<file path="src/rtl/kss_pkg.sv">
`timescale 1ns / 1ps
// ----------------------------------------------------------------------------
// kss_pkg
// shared constants and types of the kmp substring search unit
// ----------------------------------------------------------------------------
package kss_pkg;

	localparam int MAX_PATTERN = 64;
	localparam int POS_WIDTH   = 16;
	localparam int IDX_W       = (MAX_PATTERN > 1) ? $clog2(MAX_PATTERN) : 1;
	localparam int LEN_W       = $clog2(MAX_PATTERN + 1);
	localparam int DATA_W      = 8;
	localparam int MATCH_POS_W = 16;
	localparam int PROGRESS_W  = 7;
	localparam int OUT_W       = 1 + MATCH_POS_W + PROGRESS_W;

	// op codes of an input beat
	localparam logic OP_PATTERN = 1'b0;
	localparam logic OP_TEXT    = 1'b1;

	// walk request: start prefix and the byte to extend it with
	typedef struct packed {
		logic              start;
		logic [IDX_W-1:0]  k;
		logic [DATA_W-1:0] b;
	} walk_req_t;

	// walk response: final prefix length
	typedef struct packed {
		logic             done;
		logic [LEN_W-1:0] k;
	} walk_rsp_t;

endpackage

</file>
<file path="src/rtl/kss_ram.sv">
`timescale 1ns / 1ps
// ----------------------------------------------------------------------------
// kss_ram
// simple dual-port ram, one write and one registered read per cycle
// ----------------------------------------------------------------------------
module kss_ram #(
	parameter  int DEPTH = 64,
	parameter  int WIDTH = 8,
	localparam int AW    = (DEPTH > 1) ? $clog2(DEPTH) : 1
) (
	input  logic             clk,
	input  logic             we,
	input  logic [AW-1:0]    waddr,
	input  logic [WIDTH-1:0] wdata,
	input  logic [AW-1:0]    raddr,
	output logic [WIDTH-1:0] rdata
);

	logic [WIDTH-1:0] mem [DEPTH];

	always_ff @(posedge clk) begin
		if (we) begin
			mem[waddr] <= wdata;
		end
		rdata <= mem[raddr];
	end

endmodule

</file>
<file path="src/rtl/kss_walk.sv">
`timescale 1ns / 1ps
// ----------------------------------------------------------------------------
// kss_walk
// failure-link walker shared by table build and text search
// ----------------------------------------------------------------------------
module kss_walk (
	input  logic                             clk,
	input  logic                             arst_n,
	input  kss_pkg::walk_req_t               req,
	output kss_pkg::walk_rsp_t               rsp,
	output logic [kss_pkg::IDX_W-1:0]        pat_raddr,
	output logic [kss_pkg::IDX_W-1:0]        fail_raddr,
	input  logic [kss_pkg::DATA_W-1:0]       pat_rdata,
	input  logic [kss_pkg::IDX_W-1:0]        fail_rdata
);
	import kss_pkg::*;

	typedef enum logic [2:0] {
		W_IDLE = 3'b001,
		W_READ = 3'b010,
		W_CMP  = 3'b100
	} walk_state_t;

	walk_state_t       state_q;
	logic [IDX_W-1:0]  k_q;
	logic [DATA_W-1:0] b_q;
	logic              hit;
	logic              step;

	// pattern byte at k and link at k-1 (wraps at k = 0, then unused)
	assign pat_raddr  = k_q;
	assign fail_raddr = k_q - IDX_W'(1);

	assign hit  = (pat_rdata == b_q);
	assign step = (state_q == W_CMP) && !hit && (k_q != '0);

	assign rsp.done = (state_q == W_CMP) && !step;
	assign rsp.k    = LEN_W'(k_q) + LEN_W'(hit);

	always_ff @(posedge clk or negedge arst_n) begin
		if (!arst_n) begin
			state_q <= W_IDLE;
		end else begin
			case (state_q)
				W_IDLE: begin
					if (req.start) state_q <= W_READ;
				end
				W_READ: begin
					state_q <= W_CMP;
				end
				W_CMP: begin
					state_q <= step ? W_READ : W_IDLE;
				end
				default: begin
					state_q <= W_IDLE;
				end
			endcase
		end
	end

	always_ff @(posedge clk) begin
		if (state_q == W_IDLE && req.start) begin
			k_q <= req.k;
			b_q <= req.b;
		end else if (step) begin
			k_q <= fail_rdata;
		end
	end

endmodule

</file>
<file path="src/rtl/kmp_substring_search_unit.sv">
`timescale 1ns / 1ps
// ----------------------------------------------------------------------------
// kmp_substring_search_unit
// knuth-morris-pratt search with an online failure table build
// ----------------------------------------------------------------------------
// input beats (s_*): tdata is the byte, tuser[0] picks pattern (0) or text (1),
// tuser[1] starts a new pattern or a new text. a new pattern also clears the
// text state. output beats (m_*) come only for text bytes and carry the found
// flag, the start of the first match and the current matched prefix length.
// every beat that needs a walk runs through one failure-link walker that reads
// the pattern and link memories: each walk step is a ram read, then a compare.
// a text byte follows failure links (amortized under one per byte) until it
// extends the prefix or reaches zero, and its result then goes into the output
// register; an empty pattern or a text byte after a match skips the walk.
// the first pattern byte skips the walk too; later pattern bytes walk the links.
// s_tready is high only while the sequencer is idle. the output register lets
// the next beat be taken while a result waits; if the receiver keeps stalling,
// the next text beat holds in the sequencer with s_tready low until the
// waiting result is taken.
// reset clears all control state; the pattern memories need no clearing.
// ----------------------------------------------------------------------------
module kmp_substring_search_unit (
	input  logic                         clk,
	input  logic                         arst_n,
	input  logic                         s_tvalid,
	output logic                         s_tready,
	input  logic [kss_pkg::DATA_W-1:0]   s_tdata,  // data[7:0]
	input  logic [1:0]                   s_tuser,  // op[0], first[1]
	output logic                         m_tvalid,
	input  logic                         m_tready,
	output logic [kss_pkg::OUT_W-1:0]    m_tdata   // found[0], match_pos[16:1], progress[23:17]
);
	import kss_pkg::*;

	typedef enum logic [2:0] {
		S_IDLE = 3'b001,
		S_WALK = 3'b010,
		S_EMIT = 3'b100
	} top_state_t;

	top_state_t           state_q;
	logic                 op_q;
	logic [LEN_W-1:0]     len_q;
	logic [IDX_W-1:0]     bp_q;
	logic [LEN_W-1:0]     mp_q;
	logic [POS_WIDTH-1:0] tc_q;
	logic                 found_q;
	logic [POS_WIDTH-1:0] start_q;
	logic [POS_WIDTH-1:0] pos_q;
	logic                 out_valid_q;
	logic [OUT_W-1:0]     out_data_q;

	logic                 in_op;
	logic                 in_first;
	logic                 accept;
	logic                 clr_pat;
	logic                 clr_txt;
	logic [LEN_W-1:0]     len_eff;
	logic [IDX_W-1:0]     bp_eff;
	logic [LEN_W-1:0]     mp_eff;
	logic [POS_WIDTH-1:0] tc_eff;
	logic                 found_eff;
	logic [LEN_W-1:0]     q_start;
	logic                 pat_we;
	logic                 txt_go;
	logic                 walk_go;
	logic                 walk_end;
	logic                 emit;
	logic [POS_WIDTH:0]   pos_inc;

	logic                 fail_we;
	logic [IDX_W-1:0]     fail_waddr;
	logic [IDX_W-1:0]     fail_wdata;
	logic [IDX_W-1:0]     pat_raddr;
	logic [IDX_W-1:0]     fail_raddr;
	logic [DATA_W-1:0]    pat_rdata;
	logic [IDX_W-1:0]     fail_rdata;

	walk_req_t            req;
	walk_rsp_t            rsp;

	assign in_op    = s_tuser[0];
	assign in_first = s_tuser[1];

	assign s_tready = (state_q == S_IDLE);
	assign accept   = s_tvalid && s_tready;

	// a new pattern clears the text too
	assign clr_pat = accept && (in_op == OP_PATTERN) && in_first;
	assign clr_txt = accept && in_first;

	assign len_eff   = clr_pat ? '0 : len_q;
	assign bp_eff    = clr_pat ? '0 : bp_q;
	assign mp_eff    = clr_txt ? '0 : mp_q;
	assign tc_eff    = clr_txt ? '0 : tc_q;
	assign found_eff = clr_txt ? 1'b0 : found_q;

	// pattern bytes past capacity are dropped
	assign pat_we  = accept && (in_op == OP_PATTERN) && (len_eff != LEN_W'(MAX_PATTERN));
	// text bytes after a match leave the state alone
	assign txt_go  = accept && (in_op == OP_TEXT) && !found_eff;
	assign q_start = (mp_eff >= len_q) ? '0 : mp_eff;

	assign walk_go  = (pat_we && (len_eff != '0)) || (txt_go && (len_q != '0));
	assign walk_end = (state_q == S_WALK) && rsp.done;
	assign emit     = (state_q == S_EMIT) && (!out_valid_q || m_tready);

	assign req.start = walk_go;
	assign req.k     = (in_op == OP_PATTERN) ? bp_eff : IDX_W'(q_start);
	assign req.b     = s_tdata;

	// first link entry is zero, the rest come from the walk
	assign fail_we    = (pat_we && (len_eff == '0)) || (walk_end && (op_q == OP_PATTERN));
	assign fail_waddr = (state_q == S_WALK) ? IDX_W'(len_q) : IDX_W'(len_eff);
	assign fail_wdata = (state_q == S_WALK) ? IDX_W'(rsp.k) : '0;

	assign pos_inc = {1'b0, pos_q} + (POS_WIDTH + 1)'(1);

	kss_ram #(
		.DEPTH(MAX_PATTERN),
		.WIDTH(DATA_W)
	) u_pat_ram (
		.clk  (clk),
		.we   (pat_we),
		.waddr(IDX_W'(len_eff)),
		.wdata(s_tdata),
		.raddr(pat_raddr),
		.rdata(pat_rdata)
	);

	kss_ram #(
		.DEPTH(MAX_PATTERN),
		.WIDTH(IDX_W)
	) u_fail_ram (
		.clk  (clk),
		.we   (fail_we),
		.waddr(fail_waddr),
		.wdata(fail_wdata),
		.raddr(fail_raddr),
		.rdata(fail_rdata)
	);

	kss_walk u_walk (
		.clk       (clk),
		.arst_n    (arst_n),
		.req       (req),
		.rsp       (rsp),
		.pat_raddr (pat_raddr),
		.fail_raddr(fail_raddr),
		.pat_rdata (pat_rdata),
		.fail_rdata(fail_rdata)
	);

	// sequencer
	always_ff @(posedge clk or negedge arst_n) begin
		if (!arst_n) begin
			state_q <= S_IDLE;
		end else begin
			case (state_q)
				S_IDLE: begin
					if (accept) begin
						if (walk_go)              state_q <= S_WALK;
						else if (in_op == OP_TEXT) state_q <= S_EMIT;
					end
				end
				S_WALK: begin
					if (rsp.done) state_q <= (op_q == OP_TEXT) ? S_EMIT : S_IDLE;
				end
				S_EMIT: begin
					if (emit) state_q <= S_IDLE;
				end
				default: begin
					state_q <= S_IDLE;
				end
			endcase
		end
	end

	// search state
	always_ff @(posedge clk or negedge arst_n) begin
		if (!arst_n) begin
			op_q    <= OP_PATTERN;
			len_q   <= '0;
			bp_q    <= '0;
			mp_q    <= '0;
			tc_q    <= '0;
			found_q <= 1'b0;
			start_q <= '0;
		end else begin
			if (accept) begin
				op_q <= in_op;
			end
			if (clr_txt) begin
				mp_q    <= '0;
				tc_q    <= '0;
				found_q <= 1'b0;
				start_q <= '0;
			end
			if (clr_pat) begin
				len_q <= '0;
				bp_q  <= '0;
			end
			if (pat_we && (len_eff == '0)) begin
				bp_q  <= '0;
				len_q <= LEN_W'(1);
			end
			if (txt_go) begin
				// position saturates at the top of its range
				if (tc_eff != '1) tc_q <= tc_eff + POS_WIDTH'(1);
				else              tc_q <= tc_eff;
				if (len_q == '0) mp_q <= '0;
			end
			if (walk_end) begin
				if (op_q == OP_PATTERN) begin
					bp_q  <= IDX_W'(rsp.k);
					len_q <= len_q + LEN_W'(1);
				end else begin
					mp_q <= rsp.k;
					if (rsp.k == len_q) begin
						found_q <= 1'b1;
						// start clamps to zero when it would go negative
						if (pos_inc >= (POS_WIDTH + 1)'(len_q))
							start_q <= POS_WIDTH'(pos_inc - (POS_WIDTH + 1)'(len_q));
						else
							start_q <= '0;
					end
				end
			end
		end
	end

	always_ff @(posedge clk) begin
		if (txt_go) pos_q <= tc_eff;
	end

	// output register
	always_ff @(posedge clk or negedge arst_n) begin
		if (!arst_n) begin
			out_valid_q <= 1'b0;
		end else if (emit) begin
			out_valid_q <= 1'b1;
		end else if (m_tready) begin
			out_valid_q <= 1'b0;
		end
	end

	always_ff @(posedge clk) begin
		if (emit) begin
			out_data_q <= {PROGRESS_W'(mp_q),
				found_q ? MATCH_POS_W'(start_q) : MATCH_POS_W'(0),
				found_q};
		end
	end

	assign m_tvalid = out_valid_q;
	assign m_tdata  = out_data_q;

endmodule

</file>
<file path="config.mk">
export PLATFORM = sky130hd
export DESIGN_NAME = kmp_substring_search_unit
export DESIGN_NICKNAME = d
export VERILOG_FILES = /design/src/rtl/kss_pkg.sv /design/src/rtl/kss_ram.sv /design/src/rtl/kss_walk.sv /design/src/rtl/kmp_substring_search_unit.sv
export SDC_FILE = /design/constraint.sdc
export NUM_CORES = 1
export LEC_CHECK = 0
export ABC_AREA = 0
export BUFFER_PORTS_ARGS = -buffer_cell sky130_fd_sc_hd__buf_2
export CORE_AREA = 2 2 409 411
export DETAILED_ROUTE_END_ITERATION = 7
export DIE_AREA = 0 0 411 413
export GPL_TIMING_DRIVEN = 0
export PLACE_DENSITY = 0.37
export SETUP_SLACK_MARGIN = 0.05
export SYNTH_ARGS = -nofsm -noshare
export SYNTH_HDL_FRONTEND = slang
export SYNTH_SLANG_ARGS = --single-unit
</file>
<file path="constraint.sdc">
create_clock -name clk -period 5.2 [get_ports clk]
set_input_delay 0.52 -clock clk [delete_from_list [all_inputs] [get_ports clk]]
set_output_delay 0.52 -clock clk [all_outputs]
set_load 0.1 [all_outputs]
</file>
# --- After elaboration in Yosys (flattened, before gate mapping) ---
# Memory sizes are Yosys's and may differ from the RTL's. A register that Yosys moved wholly into a read port is not among the register bits.
# Cells that the tools add are included.
word_totals:
  out_inout_bits: 26
  ff_bits: 115
  in_bits: 14
  ram_bits: 896
  mem_count: 2
memory_table:
  columns: ["memory", "depth", "word_bits", "rd", "rd_clocked_by_memory_dff", "write_ports", "line_no", "source"]
  rows:
  - ["u_pat_ram.mem", 64, 8, 1, 1, 1, "kss_ram.sv:19", "logic [WIDTH-1:0] mem [DEPTH];"]
  - ["u_fail_ram.mem", 64, 6, 1, 1, 1, "kss_ram.sv:19", null]
op_classes:
  bitwise_logic: 2
  n_eq_ne: 15
  add_sub_neg: 6
  order_cmp: 2
  reduce_logical: 32
  mux: 47
ops:
  columns: ["operator", "count"]
  rows:
  - ["2-to-1 mux 16 bit", 8]
  - ["2-to-1 mux 7 bit", 9]
  - ["2-to-1 mux 6 bit", 10]
  - ["2-to-1 mux 3 bit", 7]
  - ["case mux 3 bit (3 select lines)", 2]
  - ["adder 16 x 1 -> 17 bit (second input constant)", 1]
  - ["greater-or-equal comparator 17 x 7 -> 1 bit", 1]
  - ["logical AND 1 bit", 17]
  - ["adder 16 x 1 -> 16 bit (second input constant)", 1]
  - ["!= test 16 bit (second input constant)", 1]
  - ["subtractor 16 x 7 -> 16 bit", 1]
  - ["zero test 7 bit", 2]
  - ["nonzero test 7 bit", 2]
  - ["2-to-1 mux 1 bit", 10]
  - ["== test 8 bit", 1]
  - ["adder 6 x 1 -> 7 bit", 1]
  - ["adder 7 x 1 -> 7 bit (second input constant)", 1]
  - ["== test 7 bit", 1]
  - ["greater-or-equal comparator 7 bit", 1]
  - ["!= test 7 bit (second input constant)", 1]
  - ["== test 3 x 1 -> 1 bit (second input constant)", 2]
  - ["== test 3 x 2 -> 1 bit (second input constant)", 2]
  - ["== test 3 bit (second input constant)", 2]
  - ["!= test 2 bit (second input constant)", 3]
  - ["10 further kinds", 17]

# --- Logic depth before layout (Yosys ltp) ---
logic_depth:
  word_depth: 12
  depth_mapped: 13

# --- Cells and area by module ---
# From an unflattened synthesis, not the netlist that was laid out.
unflattened:
  hier_cells: 2247
  hier_area_um2: 41726.3
modules_own_cells:
  columns: ["mod", "instances", "seq_area_each_um2", "cells_each", "area_per_inst_um2"]
  rows:
  - ["kss_ram at u_pat_ram", 1, 15534.9, 940, 20166.8]
  - ["kss_ram at u_fail_ram", 1, 11651.2, 720, 15225.9]
  - ["kmp_substring_search_unit", 1, 2653.8, 516, 5391.4]
  - ["kss_walk", 1, 496.7, 71, 942.2]

# --- Least setup slack after synthesis ---
# Ideal clock, no wire load.
synth_path:
  path_type: "flip-flop to flip-flop"
  from: "register u_walk.k_q[1] (netlist: u_walk.pat_raddr[1])"
  to: "register u_fail_ram.rdata[0] (read register of u_fail_ram.mem)"
  stages_incl_launch_ff: 11
  n_path_buf: 5
  required_time_ps: 5066
  slack_ps: 1481
  setup_ps: 134
  arrival_time_ps: 3585
  cell_sequence: "edfxtp_1 > buf_1 > buf_1 > inv_1 > ha_1 > clkbuf_1 > clkbuf_1 > clkbuf_1 > mux4_2 > mux4_2 > mux4_2"
synth_via:
  elab_chain_cells: 1
synth_lines:
  columns: ["element", "line_no", "source"]
  rows:
  - ["from (decl)", "kss_walk.sv:25", "logic [IDX_W-1:0] k_q;"]
  - ["from (signal assigned)", "kss_walk.sv:63", "k_q <= req.k;"]
  - ["from (signal assigned)", "kss_walk.sv:66", "k_q <= fail_rdata;"]
  - ["subtractor 6 x 1 -> 6 bit", "kss_walk.sv:32", "assign fail_raddr = k_q - IDX_W'(1);"]
  - ["to (decl)", "kss_ram.sv:16", "output logic [WIDTH-1:0] rdata"]
# No other way between the ends.
# A chain may end at the register's enable or synchronous reset.

# --- Worst setup path in the final report ---
layout_path:
  from: "register u_walk.k_q[1] (netlist: u_walk.pat_raddr[1])"
  to: "memory u_fail_ram.mem[26][0] in the netlist's numbering, enable pin"
layout_via:
  elab_chain_cells: 9
layout_lines:
  columns: ["element", "line_no", "source"]
  rows:
  - ["nonzero test 6 bit", "kss_walk.sv:35", "assign step = (state_q == W_CMP) && !hit && (k_q != '0);"]
  - ["logical AND 1 bit", "kss_walk.sv:35", null]
  - ["zero test 1 bit", "kss_walk.sv:37", "assign rsp.done = (state_q == W_CMP) && !step;"]
  - ["logical AND 1 bit", "kss_walk.sv:37", null]
  - ["logical AND 1 bit", "kmp_substring_search_unit.sv:105", "assign walk_end = (state_q == S_WALK) && rsp.done;"]
  - ["logical AND 1 bit", "kmp_substring_search_unit.sv:113", "assign fail_we = (pat_we && (len_eff == '0)) || (walk_end && (op_q == OP_PATTERN));"]
  - ["logical OR 1 bit", "kmp_substring_search_unit.sv:113", null]
  - ["2-to-1 mux 1 bit", "kss_ram.sv:22", "if (we) begin"]
  - ["2-to-1 mux 1 bit (implied by the code)", "kss_ram.sv:23", "mem[waddr] <= wdata;"]
  - ["to (decl)", "kss_ram.sv:19", null]
# No other way between the ends.

==> results by stage <==
Timing:
- The setup-violating endpoint count in the final report is 0.
- The worst-margin pin slew is 1.391 ns.
- In the post-route analysis, the smallest setup slack over all paths is 0.3029 ns.
- Setup repair after global routing left no endpoint under its margin.
- The period utilization is 94.18%.
- The worst-case headroom to the max-slew limit is 7.245%.
- The number of hold violations in the final report is 0.
- The worst setup skew after layout is 0.02869 ns.
- For this run, the top clock speed supported by timing is 204.2 MHz.
- The max-slew violation total from the final report is 0.
- The minimum clock period is 4.897 ns.

Place:
- Before CTS, the worst setup slack after placement is -1.140 ns.
- Once detailed placement completed, the half-perimeter wirelength came to 81840 um.
- Routability-driven placement finished with a final weighted congestion of 0.8031.
- The placed instance area is 44350 um2.
- During placement, the flow inserted port buffers numbering 38.
- Once placement completed, the tool counted placed cells totaling 4318.

Route:
- Once detail routing completed, the nets flagged for antenna violations numbered 0.
- The number of vias in the routed layout is 20667.
- The vias per cell is 4.563.
- The length of the first detailed-routing pass in iterations is 5.
- The DRC violation count after routing is 0.
- Dividing the detail-routed wire length by the instance count gives 26.13 um.
- The detailed router finished its first iteration with 1744 violations.
- The total wirelength of the detailed-routed design is 118400 um.

Worst setup path:
- The worst setup path is launched from a flip-flop.
- The signal on the critical path passes through buf_2 > clkdlybuf4s15_2 > inv_1 > ha_1 > nand3_1 > o21ai_1 > nand3_1 > nand2_1 > nand3_1 > nor2_1.
- On the critical path, the stage with the largest delay is an instance of sky130_fd_sc_hd__nor2_1.
- The logic depth of the worst register-to-register path is 10.
- The worst setup path is captured at a flip-flop.
- The peak per-stage delay on the critical path is 0.80 ns.
- Of all nets on the critical path, the largest fanout is 10.
- The arrival time of data at the critical path endpoint is 5.22 ns.
- The endpoint of the lowest-slack register-to-register path is u_fail_ram.mem[26][0].
- The worst register-to-register path begins at u_walk.pat_raddr[1].
- The worst setup slack for register-to-register paths is 0.30 ns.
- Counting stages on the worst path, the most repeated cell is sky130_fd_sc_hd__nand3_1.
- The type of the worst setup path is reg -> reg.
- For the worst setup path, the data required time is 5.52 ns.

Floorplanning:
- After floorplanning, the core was divided into 150 placement rows.
- The die height is 413 um.
- The die span in x is 411 um.
- The area of the die is 169700 um2.
- The area of the core is 165900 um2.
- 40 I/O pins were placed.
- Once the floorplan was initialized, standard cells occupied 24.80% of the core.

Synthesis:
- Sorting the synthesized cells by area gives the leading types as sky130_fd_sc_hd__edfxtp_1 (69%), sky130_fd_sc_hd__mux4_2 (16%), sky130_fd_sc_hd__dfrtp_1 (3.6%), sky130_fd_sc_hd__nor2_1 (1.7%), sky130_fd_sc_hd__xnor2_1 (0.83%).
- The number of instances in the synthesized netlist is 2066.
- In this run the biggest area consumer among cell types represents 69.32% of the synthesized area.
- For this run, the number of Yosys warnings is 0.
- The register area share after synthesis is 73.72%.
- The flip-flop cell with the highest count after synthesis is sky130_fd_sc_hd__edfxtp_1.
- The most area-hungry cell type in the Yosys netlist is sky130_fd_sc_hd__edfxtp_1.
- The fraction of registers with async set or reset after synthesis is 5.951%.
- The post-synthesis net count is 2104.
- The flop and latch count out of synthesis is 1025.
- The most common cell in the synthesized netlist is sky130_fd_sc_hd__edfxtp_1.
- In this run, synthesis inferred 950 flip-flops with an integrated enable.
- After synthesis, the mean cell area works out to 19.92 um2.
- The commonest cells after synthesis are sky130_fd_sc_hd__edfxtp_1 (950), sky130_fd_sc_hd__mux4_2 (294), sky130_fd_sc_hd__nor2_1 (181), sky130_fd_sc_hd__dfrtp_1 (59), sky130_fd_sc_hd__nand2_1 (53).
- Yosys mapped the design onto 64 distinct sky130hd cell types.
- The cell area that synthesis handed to floorplanning was 41150 um2.

Min path:
- The worst min-delay path class is in -> reg.
- For hold timing, the worst endpoint is m_tvalid.
- The worst min-delay path startpoint is m_tready.
- The cell depth of the worst min-delay path is 3.

Power:
- The worst voltage drop across the vdd grid is 0.0002632 V.
- The static power due to leakage is 13.82 nW.
- The power per unit of standard cell area is 342.9 nW/um2.

GRT:
- The total global routing overflow is 0.
- The initial antenna violation count is 3.
- Entering global routing, the biggest net connects 66 pins.
- The fraction of met1 tracks used by global routing is 18.99%.
- The global routing usage on met3 is 1.922%.
- The via count of the first global-routing pass is 21813.
- Global routing consumed, on the met2 layer, 23.47% of the routing resources.
- The all-layer global routing usage is 13.96%.
- The layer with the highest usage is met2.
- The global-route wire length before repair is 168000 um.

CTS:
- The clock net in this run drives a total of 1025 sinks.
- The number of clock buffers inserted by TritonCTS is 107.
- The clock tree from TritonCTS is done.
- The H-tree was split into 3 levels.
- The clock transition at the registers of the reported paths is 0.06 ns.
- The maximum number of buffers from clock root to sink is 3.
- The root buffer cell chosen for the clock tree is sky130_fd_sc_hd__clkbuf_16.
- For the worst-skew pair, the clock arrives at the later sink with an insertion delay of 0.72 ns.

Layout:
- The number of nets in the finished design is 2272.
- The finished layout holds 4529 standard cells, fillers aside.
- The post-route netlist has 24.53% of its cells at a drive strength greater than 1.
- From synthesis to final layout, the design area changed by 16.29%.
- The finished cells cover 47860 um2.

Run status:
- The flow ran to the end, and the final reports show no timing, DRC or antenna violations.

Run:
- Max-cap violations in this run came to 0.
[how the worst max path moves through the flow]
stage | from | end | slack (ns) | cells after the start
5_1_grt | u_walk.pat_raddr[1] | u_fail_ram.mem[26][0] | 0.07 | 10
2_1_floorplan | u_walk.pat_raddr[1] | u_fail_ram.rdata[0] | 1.48 | 10
4_1_cts | u_walk.pat_raddr[1] | u_fail_ram.mem[41][1] | -0.02 | 10
3_3_place_gp | u_walk.pat_raddr[1] | u_fail_ram.rdata[3] | -1.08 | 10
6_report | u_walk.pat_raddr[1] | u_fail_ram.mem[26][0] | 0.30 | 10
3_5_place_dp | u_walk.pat_raddr[1] | u_fail_ram.rdata[3] | -1.14 | 10
[placed cells by master (no fill, tap or decap), types with 20 or more instances in the layout]
cell type / synthesis / routed
sky130_fd_sc_hd__and2_1: 41 / 41
sky130_fd_sc_hd__buf_2: 24 / 60
sky130_fd_sc_hd__buf_4: 5 / 20
sky130_fd_sc_hd__clkbuf_1: 51 / 77
sky130_fd_sc_hd__clkbuf_16: 0 / 109
sky130_fd_sc_hd__clkinv_1: 0 / 25
sky130_fd_sc_hd__dfrtp_1: 59 / 59
sky130_fd_sc_hd__edfxtp_1: 950 / 950
sky130_fd_sc_hd__ha_1: 23 / 23
sky130_fd_sc_hd__inv_1: 26 / 26
sky130_fd_sc_hd__mux4_2: 294 / 294
sky130_fd_sc_hd__nand2_1: 53 / 53
sky130_fd_sc_hd__nand3_1: 50 / 50
sky130_fd_sc_hd__nand4_1: 23 / 23
sky130_fd_sc_hd__nor2_1: 181 / 161
sky130_fd_sc_hd__o21ai_0: 38 / 38
sky130_fd_sc_hd__xnor2_1: 39 / 39
[flip-flops by register name, summed over array words and instances (netlist names), 7 cells and up]
| signal | flops |
|---|---|
| m_tdata | 24 |
| pos_q | 16 |
| u_pat_ram.rdata | 8 |
| tc_q | 16 |
| u_fail_ram.mem | 384 |
| mp_q | 7 |
| start_q | 16 |
| u_walk.b_q | 8 |
| len_q | 7 |
| u_pat_ram.mem | 512 |
[worst max-delay path, delay by kind of cell (launching register included)]
family                     cells  cell delay (ns)
AOI/OAI and AO/OA              1             0.27
adders and majority gates      1             0.18
buffers and inverters          3             0.95
DFF                            1             0.53
and+or+nand+nor                5             2.57
[layer usage]
layer / share of wire, % / up-vias
met1: 45 / 11262
met5: 0 / -
li1: - / 8803
met3: 3.6 / 140
met2: 49 / 462
met4: 2.0 / 0
[per-stage QoR]
| stage | hold slack [ns] | total power, mW | TNS [ns] | util, % |
|---|---|---|---|---|
| global placement | 0.4496 | 9.217 | -253.25 | 26.58 |
| CTS | 0.05398 | 16.64 | -0.08554 | 28.79 |
| finish | 0.1168 | 16.41 | 0 | 28.85 |
| global route | 0.09562 | 16.96 | 0 | 28.84 |
| detailed placement | 0.4685 | 9.223 | -46.08 | 26.73 |
| floorplan | 0.2244 | 9.127 | 0 | - |
[area by class of cell]
class                   instances  area [um2]
diodes                          1       2.502
plain buffers                 100       456.7
clock buffers                 146        2927
clock inverters                53       416.7
fillers                     16322      118100
inverters                      26       97.59
multi-input cells             915       10380
flip-flops and latches       1025       30340
well taps                    2204        2758
repair buffers                 59       485.5
[where the power goes]
| group | leakage (nW) | switching, mW | internal, mW |
|---|---|---|---|
| clock network | 1.62 | 3.19 | 4.17 |
| logic | 4.03 | 0.0895 | 0.00751 |
| registers | 8.17 | 0.0000000000000000226 | 8.95 |
| total | 13.8 | 3.28 | 13.1 |
[cell families (layout without fill, tap and decap cells)]
logic type,Yosys count,after routing,share of synthesized area (%)
AO/OA/AOI/OAI,126,126,2.089
XOR/XNOR,54,54,1.149
adder cells (fa/ha/maj),24,24,0.7479
buffers and inverters,126,384,1.304
flip-flops,1025,1025,73.72
multiplexers,299,299,16.22
other,0,1,0
AND/OR/NAND/NOR,412,412,4.776
[repair_timing]
| action | in CTS | in global routing |
|---|---|---|
| setup endpoints to repair | 236 | 88 |
| endpoints found under the hold margin | 59 | 0 |
| pin swaps | 1 | 1 |
| hold buffers | 1 | 0 |
| setup buffers | 4 | 6 |
| gates resized for setup | 13 | 9 |
No activity file was read; power rests on OpenSTA's default activity.
